[src/rtl/bii_pkg.sv]
// ----------------------------------------------------------------------------
// bii_pkg
// Shared widths, codes and sequencer types of the bicubic interpolator.
// ----------------------------------------------------------------------------
package bii_pkg;

  localparam int MAX_WIDTH  = 256;
  localparam int MAX_HEIGHT = 256;
  localparam int FRAC_BITS  = 8;
  localparam int PIXEL_BITS = 16;

  localparam int COORD_W = 8;
  localparam int POS_W   = 16;
  localparam int OUT_W   = 26;
  localparam int CFG_W   = 9;
  localparam int ADDR_W  = $clog2(MAX_WIDTH) + $clog2(MAX_HEIGHT);
  localparam int DEPTH   = MAX_WIDTH * MAX_HEIGHT;

  // Horner operand and accumulator widths
  localparam int Q_W   = 28;
  localparam int ACC_W = 60;

  localparam logic OP_WRITE = 1'b0;
  localparam logic OP_QUERY = 1'b1;

  typedef enum logic [1:0] {
    STEP_C,
    STEP_B,
    STEP_A,
    STEP_P
  } hstep_e;

  typedef struct packed {
    logic   en;
    hstep_e step;
  } horner_ctrl_t;

endpackage

[src/rtl/bii_horner.sv]
// ----------------------------------------------------------------------------
// bii_horner
// Shared multiply-add unit: one Catmull-Rom cubic in four Horner steps.
// ----------------------------------------------------------------------------
module bii_horner
  import bii_pkg::*;
(
  input  logic                    clk_i,
  input  horner_ctrl_t            ctrl_i,
  input  logic signed [Q_W-1:0]   q_i [4],
  input  logic [FRAC_BITS-1:0]    u_i,
  output logic signed [ACC_W-1:0] acc_o
);

  logic signed [ACC_W-1:0]           qe [4];
  logic signed [ACC_W-1:0]           coef_a, coef_b, coef_c, diff12;
  logic signed [ACC_W-1:0]           addend;
  logic signed [ACC_W+FRAC_BITS:0]   prod;
  logic signed [ACC_W-1:0]           acc_d, acc_q;

  always_comb begin
    for (int k = 0; k < 4; k++) begin
      qe[k] = {{(ACC_W-Q_W){q_i[k][Q_W-1]}}, q_i[k]};
    end
    coef_a = qe[2] - qe[0];
    coef_b = (qe[0] <<< 1) - ((qe[1] <<< 2) + qe[1]) + (qe[2] <<< 2) - qe[3];
    diff12 = qe[1] - qe[2];
    coef_c = (diff12 <<< 1) + diff12 + qe[3] - qe[0];
    prod   = acc_q * $signed({1'b0, u_i});
    case (ctrl_i.step)
      STEP_B:  addend = coef_b <<< FRAC_BITS;
      STEP_A:  addend = coef_a <<< (2 * FRAC_BITS);
      STEP_P:  addend = qe[1] <<< (3 * FRAC_BITS + 1);
      default: addend = coef_c;
    endcase
    if (ctrl_i.step == STEP_C) begin
      acc_d = addend;
    end else begin
      acc_d = prod[ACC_W-1:0] + addend;
    end
  end

  always_ff @(posedge clk_i) begin
    if (ctrl_i.en) begin
      acc_q <= acc_d;
    end
  end

  assign acc_o = acc_q;

endmodule

[config.mk]
export PLATFORM = sky130hd
export DESIGN_NAME = bii_horner
export DESIGN_NICKNAME = d
export VERILOG_FILES = /design/src/rtl/bii_pkg.sv /design/src/rtl/bii_horner.sv
export SDC_FILE = /design/constraint.sdc
export NUM_CORES = 2
export LEC_CHECK = 0
export ABC_CLOCK_PERIOD_IN_PS = 8600
export BUFFER_PORTS_ARGS = -buffer_cell sky130_fd_sc_hd__buf_4
export CORE_MARGIN = 2
export CORE_UTILIZATION = 45
export DETAILED_ROUTE_END_ITERATION = 8
export PLACE_DENSITY = 0.61
export SKIP_CTS_REPAIR_TIMING = 1
export SLEW_MARGIN = 30
export SYNTH_ARGS = -nofsm -noshare
export SYNTH_HDL_FRONTEND = slang
export SYNTH_SLANG_ARGS = --single-unit
export TNS_END_PERCENT = 10
[constraint.sdc]
create_clock -name clk_i -period 8.6 [get_ports clk_i]
set_clock_uncertainty 0.1 [all_clocks]
set_input_delay 0.43 -clock clk_i [delete_from_list [all_inputs] [get_ports clk_i]]
set_output_delay 0.43 -clock clk_i [all_outputs]
set_load 0.02 [all_outputs]
==> out/results.txt <==
relative slew slack = 0.411
endpoints failing setup = 0
vias in the first global route = 25400
Tcrit/Tclk final = 0.981
grt ovf = 0
Adder-Cell Fraction of Synth Area = 0.479
Antenna Nets Post-Route = 0
Setup crit start = q_i[56]
largest family of logic cells by synthesized area = adder cells
Register-to-Register Setup Slack = 1.96 ns
Yosys top cell area share = 0.369
layout cells sized above 1 = 0.206
CTS sink cnt = 60
R2R Path End = acc_o[57]$_DFFE_PP_
Placer Congestion = 0.937
port bufs = 183
per-cell routed wire length = 18.8 µm
Routed WL = 87.7 mm
global-route wire length before repair = 141 mm
Tmin final = 8.44 ns
required time worst endpoint = 8.59 ns
top-count cell post-synth = inv_1
initial drt markers = 1531
ANT cells = 0
Initial Utilization = 0.454
# rows = 92
CTS buffer count = 9
Synthesis Warnings = 0
die height = 256 µm
DRC Markers = 0
CP peak stage delay = 0.52 ns
Mapped Cells = 3315
status = finished, final reports clean
Arr. time, crit path = 8.42 ns
Post-synth ARST share = 0
Seq/Total Area, Yosys = 0.0630
Clock transition at path regs = 0.06 ns
Synth-to-Final Area Change = 22.5%
Worst R2R Start = acc_o[4]$_DFFE_PP_
Post-Synth XOR/XNOR Area = 0.0505
largest cells by area after synthesis = fa_1 37%, ha_1 11%, inv_1 9.0%
Startpoint Class = primary input
Max Slew Vio Count = 0
hold path depth = 1
Unique masters post-synth = 86
largest net degree at the start of global routing = 61
core region area = 0.0630 mm²
Hold Path Class = in -> reg
max-cap viol count = 0
synthesized area = 0.0286 mm²
Yosys reg bits = 60
DRT Pass-1 Iters = 5
Hold Vio Cnt, Final = 0
NumNets Final = 4724
setup total negative slack = 0 ns
actual slew at the worst max-slew pin = 0.884 ns
kind of critical path = in -> reg
Die X = 256 µm
initial antenna violation count = 0
max reg flops = 60
mux contribution to synthesized area = 0.00442
CTS max path bufs = 2
Die ar. = 0.0656 mm²
cell taking the most area after synthesis = fa_1
CTS tree = built
RSZ-0062 raised after global routing = true
Post-synth EDFFs = 60
Via-to-Cell Ratio = 5.22
end of the worst hold path = acc_o[0]$_DFFE_PP_
reg2reg path depth = 23
crit path max fanout = 5
clk_lat worst skew = 0.37 ns
Final Non-Filler Cells = 4671
Max Freq = 119 MHz
syn nets = 4219
H-tree depth = 3
Critical-path top delay cell = fa_1
most frequent cells after synthesis = 688 x inv_1, 527 x fa_1, 309 x nand2_1
Worst Setup End Kind = register
Synth Area in Compound Gates = 0.139
Post-DP HPWL = 73.5 mm
Synth Area in Simple Gates = 0.160
Syn Area/Cell = 8.63 µm²
final core utilization = 0.557
vias post-DR = 24400
Worst Min Path Start = ctrl_i[2]
CTS Root Cell = clkbuf_16
gr usage total = 0.272
Ports = 184
DP Cell Count = 4637
predominant post-synthesis flop cell = edfxtp_1
## metrics by stage
step,hold slack [ns],setup slack [ns],area [µm²]
after floorplan,0.442,-0.0363,28600
after detailed placement,0.864,-0.900,33600
after CTS,0.605,-0.549,33900
final,0.574,0.163,35100
after global placement,0.880,-0.821,33600
after global routing,0.623,-0.283,35100
## final cells by class
class	count	area, µm²
Fill cell	5908	27900
Multi-Input combinational cell	2471	24800
Timing Repair Buffer	589	4450
Inverter	689	2590
Sequential cell	60	1800
Tap cell	846	1060
Clock buffer	9	225
Clock inverter	7	98.8
## cells by family (layout without fill, tap and decap cells)
logic type | after synthesis | after routing
DFF | 60 | 60
adders and majority gates | 780 | 780
xor gates and xnor gates | 165 | 165
muxes | 10 | 10
and+or+nand+nor | 908 | 908
buffers and inverters | 784 | 1294
AOI/OAI and AO/OA | 608 | 608
## layout by cell type, fill, tap and decap left out, types with 23 or more instances in the layout
cell type and instances:
ha_1 229, a21oi_2 23, nor2_1 105, o21ai_0 90
o21ai_1 25, and2_1 286, nand2_1 301, buf_4 583
nand4_1 26, a21o_1 106, xor2_1 70, nand2b_1 31
xnor2_1 93, inv_1 681, nand3_1 32, edfxtp_1 60
fa_1 522, a21oi_1 135
## worst max-delay path: cells and delay by family
family,cells,cell delay (ns)
compound gates,19,2.76
xor+xnor,2,0.30
fa+ha+maj,7,2.52
buf+inv,7,0.73
simple gates,8,1.65
## layer usage
metal / vias to the layer above / track usage / routed length (µm) / share of wire
met2: 627 / 0.451 / 41800 / 0.48
met4: 0 / 0.0518 / 1560 / 0.018
met5: - / 0 / 0 / 0
met1: 12100 / 0.388 / 39700 / 0.45
li1: 11500 / - / - / -
met3: 83 / 0.0268 / 4670 / 0.053
## worst max path at each step
stage	to	slack (ns)
floorplan	acc_o[59]$_DFFE_PP_	-0.04
global placement	acc_o[59]$_DFFE_PP_	-0.82
detailed placement	acc_o[59]$_DFFE_PP_	-0.90
CTS	acc_o[59]$_DFFE_PP_	-0.55
global route	acc_o[56]$_DFFE_PP_	-0.28
finish	acc_o[59]$_DFFE_PP_	0.16
Power is not shown: default switching activity piles up to over one toggle a cycle in this logic, so the estimate is an artifact.
